### config.mk
export PLATFORM = sky130hd
export DESIGN_NAME = single_wire_uart_datagram_codec_flat
export DESIGN_NICKNAME = d
export VERILOG_FILES = /design/src/hdl/swu_pkg.sv /design/src/hdl/swu_in_if.sv /design/src/hdl/swu_out_if.sv /design/src/hdl/swu_reply_parser.sv /design/src/hdl/swu_tx_sequencer.sv /design/src/hdl/single_wire_uart_datagram_codec.sv /design/src/flat_wrapper.sv
export SDC_FILE = /design/constraint.sdc
export NUM_CORES = 1
export LEC_CHECK = 0
export BUFFER_PORTS_ARGS = -buffer_cell sky130_fd_sc_hd__buf_2
export CAP_MARGIN = 20
export CORE_MARGIN = 2
export CORE_UTILIZATION = 30
export DETAILED_ROUTE_END_ITERATION = 10
export GPL_TIMING_DRIVEN = 0
export PLACE_DENSITY = 0.56
export SYNTH_ARGS = -nofsm -noshare
export SYNTH_HDL_FRONTEND = slang
export SYNTH_HIERARCHICAL = 1
export SYNTH_SLANG_ARGS = --single-unit
### constraint.sdc
create_clock -name clk -period 4.2 [get_ports clk]
set_input_delay 0.42 -clock clk [delete_from_list [all_inputs] [get_ports clk]]
set_output_delay 0.42 -clock clk [all_outputs]
set_load 0.02 [all_outputs]
### src/hdl/swu_pkg.sv
`timescale 1ns / 1ps

package swu_pkg;

  localparam logic [7:0] SYNC_BYTE   = 8'h05;
  localparam logic [7:0] WRITE_FLAG  = 8'h80;
  localparam logic [7:0] CRC_POLY    = 8'h07;
  localparam logic [7:0] MASTER_ADDR = 8'hFF;

  localparam int unsigned WR_BODY_BYTES = 7;
  localparam int unsigned RD_BODY_BYTES = 3;
  localparam int unsigned REPLY_LAST    = 7;

  localparam logic KIND_TX    = 1'b0;
  localparam logic KIND_REPLY = 1'b1;

  localparam logic CFG_NODE_ADDRESS = 1'b0;
  localparam logic CFG_REPLY_SKIP   = 1'b1;

  typedef enum logic [1:0] {
    ACT_WRITE  = 2'd0,
    ACT_READ   = 2'd1,
    ACT_RXBYTE = 2'd2
  } action_t;

  typedef enum logic [2:0] {
    ST_OK        = 3'd0,
    ST_BAD_SYNC  = 3'd1,
    ST_BAD_MASTER = 3'd2,
    ST_BAD_REG   = 3'd3,
    ST_BAD_CRC   = 3'd4
  } status_t;

  typedef struct packed {
    logic        done;
    logic [31:0] read_data;
    status_t     status;
  } reply_t;

  function automatic logic [7:0] crc8_byte(input logic [7:0] crc_in, input logic [7:0] data);
    logic [7:0] crc;
    crc = crc_in;
    for (int k = 0; k < 8; k++) begin
      if (crc[7] ^ data[k]) begin
        crc = {crc[6:0], 1'b0} ^ CRC_POLY;
      end else begin
        crc = {crc[6:0], 1'b0};
      end
    end
    return crc;
  endfunction

endpackage

### src/hdl/swu_in_if.sv
`timescale 1ns / 1ps

interface swu_in_if;
  logic        valid;
  logic        ready;
  logic [1:0]  action;
  logic [6:0]  reg_addr;
  logic [31:0] write_data;
  logic [7:0]  rx_byte;

  modport source (output valid, action, reg_addr, write_data, rx_byte, input ready);
  modport sink (input valid, action, reg_addr, write_data, rx_byte, output ready);
endinterface

### src/hdl/swu_out_if.sv
`timescale 1ns / 1ps

interface swu_out_if;
  logic        valid;
  logic        ready;
  logic        kind;
  logic [7:0]  tx_byte;
  logic        last;
  logic [31:0] read_data;
  logic [2:0]  reply_status;

  modport source (output valid, kind, tx_byte, last, read_data, reply_status, input ready);
  modport sink (input valid, kind, tx_byte, last, read_data, reply_status, output ready);
endinterface

### src/hdl/swu_reply_parser.sv
`timescale 1ns / 1ps

module swu_reply_parser
  import swu_pkg::*;
(
  input  logic        clk,
  input  logic        rst_n,
  input  logic        accept,
  input  logic [1:0]  action,
  input  logic [6:0]  reg_addr,
  input  logic [7:0]  rx_byte,
  input  logic [2:0]  skip_cfg,
  output reply_t      reply
);

  logic        pending_r, pending_nxt;
  logic [6:0]  exp_reg_r, exp_reg_nxt;
  logic [2:0]  skip_r, skip_nxt;
  logic [2:0]  idx_r, idx_nxt;
  logic [7:0]  crc_r, crc_nxt;
  logic [31:0] data_r, data_nxt;
  status_t     err_r, err_nxt;

  always_comb begin
    pending_nxt = pending_r;
    exp_reg_nxt = exp_reg_r;
    skip_nxt    = skip_r;
    idx_nxt     = idx_r;
    crc_nxt     = crc_r;
    data_nxt    = data_r;
    err_nxt     = err_r;
    reply.done      = 1'b0;
    reply.read_data = data_r;
    reply.status    = err_r;
    if (rx_byte != crc_r && err_r == ST_OK) begin
      reply.status = ST_BAD_CRC;
    end
    if (accept) begin
      case (action)
        ACT_READ: begin
          pending_nxt = 1'b1;
          exp_reg_nxt = reg_addr;
          skip_nxt    = skip_cfg;
          idx_nxt     = '0;
          crc_nxt     = '0;
          data_nxt    = '0;
          err_nxt     = ST_OK;
        end
        ACT_RXBYTE: begin
          if (pending_r) begin
            if (skip_r != '0) begin
              skip_nxt = skip_r - 3'd1;
            end else if (idx_r == 3'(REPLY_LAST)) begin
              reply.done  = 1'b1;
              pending_nxt = 1'b0;
              idx_nxt     = '0;
            end else begin
              case (idx_r)
                3'd0: begin
                  if (rx_byte != SYNC_BYTE && err_r == ST_OK) begin
                    err_nxt = ST_BAD_SYNC;
                  end
                end
                3'd1: begin
                  if (rx_byte != MASTER_ADDR && err_r == ST_OK) begin
                    err_nxt = ST_BAD_MASTER;
                  end
                end
                3'd2: begin
                  if (rx_byte != {1'b0, exp_reg_r} && err_r == ST_OK) begin
                    err_nxt = ST_BAD_REG;
                  end
                end
                default: begin
                  data_nxt = {data_r[23:0], rx_byte};
                end
              endcase
              crc_nxt = crc8_byte(crc_r, rx_byte);
              idx_nxt = idx_r + 3'd1;
            end
          end
        end
        default: begin
        end
      endcase
    end
  end

  always_ff @(posedge clk) begin
    if (!rst_n) begin
      pending_r <= 1'b0;
      exp_reg_r <= '0;
      skip_r    <= '0;
      idx_r     <= '0;
      crc_r     <= '0;
      data_r    <= '0;
      err_r     <= ST_OK;
    end else begin
      pending_r <= pending_nxt;
      exp_reg_r <= exp_reg_nxt;
      skip_r    <= skip_nxt;
      idx_r     <= idx_nxt;
      crc_r     <= crc_nxt;
      data_r    <= data_nxt;
      err_r     <= err_nxt;
    end
  end

endmodule

### src/hdl/swu_tx_sequencer.sv
`timescale 1ns / 1ps

module swu_tx_sequencer
  import swu_pkg::*;
(
  input  logic        clk,
  input  logic        rst_n,
  input  logic        accept,
  input  logic [1:0]  action,
  input  logic [6:0]  reg_addr,
  input  logic [31:0] write_data,
  input  logic [7:0]  node_address,
  input  reply_t      reply,
  output logic        can_accept,
  swu_out_if.source   out_ch
);

  logic        busy_r, busy_nxt;
  logic        kind_r, kind_nxt;
  logic [2:0]  rem_r, rem_nxt;
  logic [55:0] buf_r, buf_nxt;
  logic [7:0]  crc_r, crc_nxt;
  logic [31:0] rdata_r, rdata_nxt;
  logic [2:0]  status_r, status_nxt;
  logic        pop;
  logic        finish;

  assign pop        = busy_r && out_ch.ready;
  assign finish     = pop && (kind_r == KIND_REPLY || rem_r == '0);
  assign can_accept = !busy_r || finish;

  always_comb begin
    busy_nxt   = busy_r;
    kind_nxt   = kind_r;
    rem_nxt    = rem_r;
    buf_nxt    = buf_r;
    crc_nxt    = crc_r;
    rdata_nxt  = rdata_r;
    status_nxt = status_r;
    if (finish) begin
      busy_nxt = 1'b0;
    end else if (pop) begin
      crc_nxt = crc8_byte(crc_r, buf_r[55:48]);
      buf_nxt = {buf_r[47:0], 8'h00};
      rem_nxt = rem_r - 3'd1;
    end
    if (accept) begin
      case (action)
        ACT_WRITE: begin
          busy_nxt = 1'b1;
          kind_nxt = KIND_TX;
          rem_nxt  = 3'(WR_BODY_BYTES);
          crc_nxt  = '0;
          buf_nxt  = {SYNC_BYTE, node_address, {1'b0, reg_addr} | WRITE_FLAG, write_data};
        end
        ACT_READ: begin
          busy_nxt = 1'b1;
          kind_nxt = KIND_TX;
          rem_nxt  = 3'(RD_BODY_BYTES);
          crc_nxt  = '0;
          buf_nxt  = {SYNC_BYTE, node_address, {1'b0, reg_addr}, 32'h0};
        end
        default: begin
          if (reply.done) begin
            busy_nxt   = 1'b1;
            kind_nxt   = KIND_REPLY;
            rdata_nxt  = reply.read_data;
            status_nxt = reply.status;
          end
        end
      endcase
    end
  end

  always_ff @(posedge clk) begin
    if (!rst_n) begin
      busy_r <= 1'b0;
      kind_r <= KIND_TX;
      rem_r  <= '0;
    end else begin
      busy_r <= busy_nxt;
      kind_r <= kind_nxt;
      rem_r  <= rem_nxt;
    end
  end

  always_ff @(posedge clk) begin
    buf_r    <= buf_nxt;
    crc_r    <= crc_nxt;
    rdata_r  <= rdata_nxt;
    status_r <= status_nxt;
  end

  always_comb begin
    out_ch.valid        = busy_r;
    out_ch.kind         = kind_r;
    out_ch.tx_byte      = '0;
    out_ch.last         = 1'b0;
    out_ch.read_data    = '0;
    out_ch.reply_status = '0;
    if (kind_r == KIND_REPLY) begin
      out_ch.read_data    = rdata_r;
      out_ch.reply_status = status_r;
    end else if (rem_r == '0) begin
      out_ch.tx_byte = crc_r;
      out_ch.last    = 1'b1;
    end else begin
      out_ch.tx_byte = buf_r[55:48];
    end
  end

endmodule

### src/hdl/single_wire_uart_datagram_codec.sv
`timescale 1ns / 1ps
// Channel   Direction  Carries
// in_ch     sink       write request, read request or received byte
// out_ch    source     transmit byte or completed read reply
// cfg_*     write      node address (index 0), reply skip count (index 1)
//
// A write request yields eight results and a read request four, one per cycle
// while out_ch is ready, with the CRC built up byte by byte as the datagram goes out.
// The next request is taken in the cycle its predecessor's last result leaves, so a
// stream runs at one result per cycle; a byte emits nothing unless it ends a reply.
// Reset is synchronous and active low; it clears the parser and empties the output.
// A stalled output holds its result and blocks new requests until it is taken.

module single_wire_uart_datagram_codec
  import swu_pkg::*;
(
  input  logic       clk,
  input  logic       rst_n,
  swu_in_if.sink     in_ch,
  swu_out_if.source  out_ch,
  input  logic       cfg_we,
  input  logic       cfg_index,
  input  logic [7:0] cfg_wdata
);

  logic [7:0] node_address_r;
  logic [2:0] reply_skip_r;
  logic       accept;
  logic       can_accept;
  reply_t     reply;

  assign in_ch.ready = can_accept;
  assign accept      = in_ch.valid && can_accept;

  always_ff @(posedge clk) begin
    if (!rst_n) begin
      node_address_r <= '0;
      reply_skip_r   <= 3'd1;
    end else if (cfg_we) begin
      case (cfg_index)
        CFG_NODE_ADDRESS: node_address_r <= cfg_wdata;
        CFG_REPLY_SKIP:   reply_skip_r   <= cfg_wdata[2:0];
        default: begin
        end
      endcase
    end
  end

  swu_reply_parser u_parser (
    .clk      (clk),
    .rst_n    (rst_n),
    .accept   (accept),
    .action   (in_ch.action),
    .reg_addr (in_ch.reg_addr),
    .rx_byte  (in_ch.rx_byte),
    .skip_cfg (reply_skip_r),
    .reply    (reply)
  );

  swu_tx_sequencer u_sequencer (
    .clk          (clk),
    .rst_n        (rst_n),
    .accept       (accept),
    .action       (in_ch.action),
    .reg_addr     (in_ch.reg_addr),
    .write_data   (in_ch.write_data),
    .node_address (node_address_r),
    .reply        (reply),
    .can_accept   (can_accept),
    .out_ch       (out_ch)
  );

endmodule

### src/flat_wrapper.sv
// flat-port wrapper written by rule: the top's interface ports become plain ports
module single_wire_uart_datagram_codec_flat import swu_pkg::*;
  (clk, rst_n, cfg_we, cfg_index, cfg_wdata, in_ch_valid, in_ch_action, in_ch_reg_addr, in_ch_write_data, in_ch_rx_byte, in_ch_ready, out_ch_valid, out_ch_kind, out_ch_tx_byte, out_ch_last, out_ch_read_data, out_ch_reply_status, out_ch_ready);
  swu_in_if in_ch_i ();
  swu_out_if out_ch_i ();
  input  logic clk;
  input  logic rst_n;
  input  logic cfg_we;
  input  logic cfg_index;
  input  logic [7:0] cfg_wdata;
  input wire logic [$bits(in_ch_i.valid)-1:0] in_ch_valid;
  input wire logic [$bits(in_ch_i.action)-1:0] in_ch_action;
  input wire logic [$bits(in_ch_i.reg_addr)-1:0] in_ch_reg_addr;
  input wire logic [$bits(in_ch_i.write_data)-1:0] in_ch_write_data;
  input wire logic [$bits(in_ch_i.rx_byte)-1:0] in_ch_rx_byte;
  output wire logic [$bits(in_ch_i.ready)-1:0] in_ch_ready;
  output wire logic [$bits(out_ch_i.valid)-1:0] out_ch_valid;
  output wire logic [$bits(out_ch_i.kind)-1:0] out_ch_kind;
  output wire logic [$bits(out_ch_i.tx_byte)-1:0] out_ch_tx_byte;
  output wire logic [$bits(out_ch_i.last)-1:0] out_ch_last;
  output wire logic [$bits(out_ch_i.read_data)-1:0] out_ch_read_data;
  output wire logic [$bits(out_ch_i.reply_status)-1:0] out_ch_reply_status;
  input wire logic [$bits(out_ch_i.ready)-1:0] out_ch_ready;
  assign in_ch_i.valid = in_ch_valid;
  assign in_ch_i.action = in_ch_action;
  assign in_ch_i.reg_addr = in_ch_reg_addr;
  assign in_ch_i.write_data = in_ch_write_data;
  assign in_ch_i.rx_byte = in_ch_rx_byte;
  assign in_ch_ready = in_ch_i.ready;
  assign out_ch_valid = out_ch_i.valid;
  assign out_ch_kind = out_ch_i.kind;
  assign out_ch_tx_byte = out_ch_i.tx_byte;
  assign out_ch_last = out_ch_i.last;
  assign out_ch_read_data = out_ch_i.read_data;
  assign out_ch_reply_status = out_ch_i.reply_status;
  assign out_ch_i.ready = out_ch_ready;
  single_wire_uart_datagram_codec u_core (.clk(clk), .rst_n(rst_n), .in_ch(in_ch_i), .out_ch(out_ch_i), .cfg_we(cfg_we), .cfg_index(cfg_index), .cfg_wdata(cfg_wdata));
endmodule
**Word level (Yosys, flattened, before mapping)**

Index checks and enable logic that the tools add are counted.

- Flip-flop bits (word level): 172
- Input port bits: 63
- Output and inout port bits: 47
- Word-level logic and storage cells: 223

- $add $sub $neg: 3
- Eq/ne operators: 18
- Muxes and demuxes: 122
- Bitwise gates (word level): 34
- Reduce and logical (&&, ||, !) cells: 30

Operators with widths:

| cell | count |
|---|---|
| $mux 8 | 58 |
| $mux 56 | 3 |
| $mux 32 | 5 |
| $pmux 56 s2 | 1 |
| $mux 3 | 31 |
| $pmux 32 s2 | 1 |
| $not 3->3 | 16 |
| $pmux 3 s2 | 4 |
| $mux 1 | 16 |
| $pmux 8 s2 | 1 |
| $xor 1x1->1 | 16 |
| $ne 2x2->1 const B | 5 |
| $reduce_and 2->1 | 5 |
| $logic_not 3->1 | 3 |
| $ne 3x3->1 const B | 3 |
| $pmux 3 s3 | 1 |
| $reduce_and 9->1 | 1 |
| $ne 8x3->1 const B | 1 |
| $ne 8x7->1 | 1 |
| $ne 8x8->1 | 1 |
| $ne 8x8->1 const B | 1 |
| $reduce_and 4->1 | 2 |
| $logic_and 1x1->1 | 7 |
| $reduce_and 6->1 | 1 |
| 19 further kinds | 23 |

**Longest topological paths before layout**

- Depth after elaboration: 55
- Mapped depth: 15
- Mapped depth without buffers: 12

**Modules after synthesis**

Netlist, hierarchy kept.

Modules (own cells, without submodules):

| module | times used | cells an instance | area an instance (um2) | seq. area each (um2) |
|---|---|---|---|---|
| swu_tx_sequencer | 1 | 477 | 4431.8 | 2432.3 |
| swu_reply_parser | 1 | 359 | 3037.9 | 1121.1 |
| single_wire_uart_datagram_codec | 1 | 48 | 461.7 | 220.2 |

**Worst setup path after synthesis**

No wires, ideal clock.

- Path kind: reg-to-reg
- Start: register u_core.u_sequencer.rem_r[0]
- End: register u_core.u_sequencer.rdata_r[0] (enable)
- Setup time: 0.396 ns
- Arrival time: 2.858 ns
- Required time: 3.804 ns
- Path slack: 0.946 ns
- Cell stages (with the launch flop): 12
- Buffers on the path: 2
- Period minus slack after synthesis: 3.254 ns
- Path through: dfxtp_1 -> inv_1 -> ha_1 -> nor2b_1 -> clkbuf_1 -> o21ai_0 -> nand2_1 -> and2_1 -> buf_4 -> nand3_1 -> nor2_1 -> and3_1

RTL lines:

| item | RTL line | source |
|---|---|---|
| start, declared | swu_tx_sequencer.sv:20 | `logic [2:0] rem_r, rem_nxt;` |
| start signal, assigned | swu_tx_sequencer.sv:83 | `rem_r <= rem_nxt;` |
| end signal, assigned | swu_tx_sequencer.sv:90 | `rdata_r <= rdata_nxt;` |
| end, declared | swu_tx_sequencer.sv:23 | `logic [31:0] rdata_r, rdata_nxt;` |

==> run_results.csv <==
group,metric,value,unit
critical_path,arrival,3.45,ns
clocking,cts.sinks,171,
clocking,cts_tree,"built",
detailed_routing,ant_nets,0,
critical_path,path_max_fanout,35,
cells_and_area,ff_latch_area,3774,sq um
sta,tightestPinTransition,0.8244,ns
critical_path,path_class,"flop to flop",
cells_and_area,final_common_cell,"nand2_1",
clocking,cts.clk_slew.worst_paths,0.07,ns
synthesis,synthFlopType,"dfxtp_1",
cells_and_area,fill_cells,2733,
sta,fin_worst_skew,0.008987,ns
clocking,holdBufCountCts,0,
synthesis,synth_area_leaders,"dfxtp_1 34%, edfxtp_1 13%, nand2_1 9.2%",
global_routing,grt_overflow,0,
status,status,"completed",
global_routing,grt_pass1_vias,6177,
place,hpwl,14840,um
sta,hold_viol_final,0,
detailed_routing,vias,6447,
floorplanning,initial_core_util,30.52,%
clocking,cts_resized,0,
place,placed_cells,1320,
synthesis,syn-num-nets,958,
sta,period_needed,3.394,ns
sta,setup_viol,0,
power,p_int,2.858,mW
power,share_comb_of_total_power,14.7,%
global_routing,grt_max_degree,36,
critical_path,end_kind,"flop",
floorplanning,dieArea,27750,sq um
clocking,cts_buffer_depth,2,
job,drv_cap,0,
sta,tns,0,ns
synthesis,syn_area_per_cell,8.972,sq um
cells_and_area,fin_cells,1355,
sta,fin_ws,0.8059,ns
detailed_routing,drtIter0Drc,346,
power,p_leak,3.736,nW
cells_and_area,drive_above_1_share,16.32,%
global_routing,grtUsageTotal,14.64,%
floorplanning,die_y,166.6,um
power,p_per_area,421.5,nW/um^2
critical_path,start_kind,"flop",
power,switchingPower,1.117,mW
detailed_routing,via_per_inst,4.758,
synthesis,ys_seq_elements,171,
synthesis,synth_top_area_share,34.33,%
floorplanning,rows,59,
synthesis,synthArstFlopShare,0,%
clocking,clk_latency,0.43,ns
cells_and_area,final_cell_area,9433,sq um
cells_and_area,fin_util,36.30,%
clocking,cts_root_buf,"clkbuf_16",
cells_and_area,final_cell_mix,"195 x nand2_1, 136 x dfxtp_1, 105 x buf_2",
global_routing,grt_antenna_before_repair,3,
power,switching_share,28.11,%
clocking,htreeDepth,4,
synthesis,postSynthCellCount,884,
detailed_routing,wirelength,20200,um
clocking,cts_made_buffers,17,
place,place_ws,0.7673,ns
synthesis,synth_warnings,6,
power,vdd_drop_max,0.0002360,V
cells_and_area,multi_input_area,3710,sq um
critical_path,cp_data_required_time,4.25,ns
sta,slew_violations,0,
synthesis,ys_types,56,
cells_and_area,final_nets,1078,
detailed_routing,wire_per_inst,14.91,um
synthesis,ys_seq_area_share,47.58,%
floorplanning,io_pins,110,
floorplanning,die_width,166.6,um
detailed_routing,dr.pass1.iters,5,
power,seq_power_share,47.4,%
cells_and_area,area_growth,18.93,%
place,dpl_cell_area,8857,sq um
power,p_clk_share,37.9,%
worst_hold_path,hold_path_class,"primary input to flop",
sta,period_share,80.81,%
sta,slew_headroom,44.61,%
clocking,cts_post_setup_buffers_inserted,0,
floorplanning,fp.coreArea,25980,sq um
synthesis,synth_area,7931,sq um
sta,fmax,0.2946,GHz
place,port_buffers,101,
detailed_routing,drc,0,
place,gp_congestion,0.8079,
global_routing,grt_pass1_wl,32620,um
synthesis,synth_top_cell_by_area,"dfxtp_1",
synthesis,synth-edff-count,35,
sta,rsz0062_at_grt,"false",
-- stage by stage --
stage	total power, mW	hold slack, ns
6_report	3.976	0.2172
5_1_grt	4.163	0.2326
3_5_place_dp	2.502	0.4194
2_1_floorplan	2.327	0.4081
3_3_place_gp	2.493	0.4159
4_1_cts	4.016	0.2026
-- worst max-delay path, cell delays in order (launching register included) --
cell and delay, ns:
dfxtp_1 0.32, inv_1 0.08, ha_1 0.16, nor2b_1 0.21, clkbuf_1 0.40, o21ai_0 0.14
nand2_1 0.16, and2_1 0.28, buf_4 0.24, nand3_1 0.09, nor2_1 0.18, and3_2 0.73
-- power by group through the flow --
| stage | clock network [mW] | registers [mW] | logic [mW] |
|---|---|---|---|
| global placement | 0 | 1.92 | 0.577 |
| detailed placement | 0 | 1.92 | 0.584 |
| floorplan | 0 | 1.89 | 0.440 |
| global route | 1.61 | 1.90 | 0.653 |
| CTS | 1.55 | 1.88 | 0.588 |
| finish | 1.51 | 1.88 | 0.584 |
-- metal layers --
layer	wire length, um	up-vias	GRT usage (%)
met4	246	0	4.385
met3	892	22	2.804
met2	9156	148	23.16
li1	-	3264	-
met1	9906	3013	20.32
met5	0	-	0
-- registers in the layout, summed over array words and instances (netlist names) --
signal and cells:
u_core/u_sequencer/out_ch.kind 1, u_core/u_sequencer/rdata_r 32, u_core/u_parser/data_r 32, u_core/node_address_r 8
u_core/u_parser/exp_reg_r 7, u_core/u_parser/crc_r 8, u_core/u_sequencer/buf_r 56, u_core/u_parser/pending_r 1
u_core/u_parser/skip_r 3, u_core/u_sequencer/status_r 3, u_core/u_sequencer/crc_r 8, u_core/u_parser/idx_r 3
u_core/u_parser/err_r 2, u_core/u_sequencer/out_ch.valid 1, u_core/reply_skip_r 3, u_core/u_sequencer/rem_r 3
-- kinds of logic after synthesis --
logic type | Yosys count | share of synthesized area, %
simple gates | 369 | 21.75
compound gates | 181 | 13.65
flops | 171 | 47.58
buf+inv | 83 | 5.663
xor+xnor | 56 | 7.982
mux | 13 | 1.641
fa+ha+maj | 11 | 1.735
-- cell usage after synthesis, types with 11 or more instances --
| library cell | instances |
|---|---|
| a21boi_0 | 11 |
| a21oi_1 | 81 |
| a31oi_1 | 41 |
| and2_1 | 39 |
| clkbuf_1 | 46 |
| dfxtp_1 | 136 |
| edfxtp_1 | 35 |
| ha_1 | 11 |
| inv_1 | 12 |
| mux2i_1 | 13 |
| nand2_1 | 195 |
| nand3_1 | 49 |
| nand3b_1 | 11 |
| nor2_1 | 32 |
| o21ai_0 | 15 |
| xnor2_1 | 27 |
| xor2_1 | 17 |
-- path summary, 6_finish.rpt --
kind	from	to	slack, ns	cells past startpoint
setup / recovery	u_core/u_sequencer/rem_r[0]	u_core/u_sequencer/rdata_r[1]	0.81	11
hold / removal	in_ch_write_data[3]	u_core/u_sequencer/buf_r[3]	0.22	3
setup reg to reg	u_core/u_sequencer/rem_r[0]	u_core/u_sequencer/rdata_r[1]	0.81	11
hold reg to reg	u_core/u_parser/data_r[30]	u_core/u_sequencer/rdata_r[30]	0.44	0
-- area by class of cell --
class / count / area share [%]
inverters: 12 / 0.4775
diodes: 3 / 0.07959
repair buffers: 101 / 5.359
multi-input cells: 630 / 39.33
flip-flops and latches: 171 / 40.01
well taps: 335 / 4.444
clock buffers: 18 / 4.656
plain buffers: 71 / 4.284
clock inverters: 14 / 1.366
No activity file was read; power rests on OpenSTA's default activity.
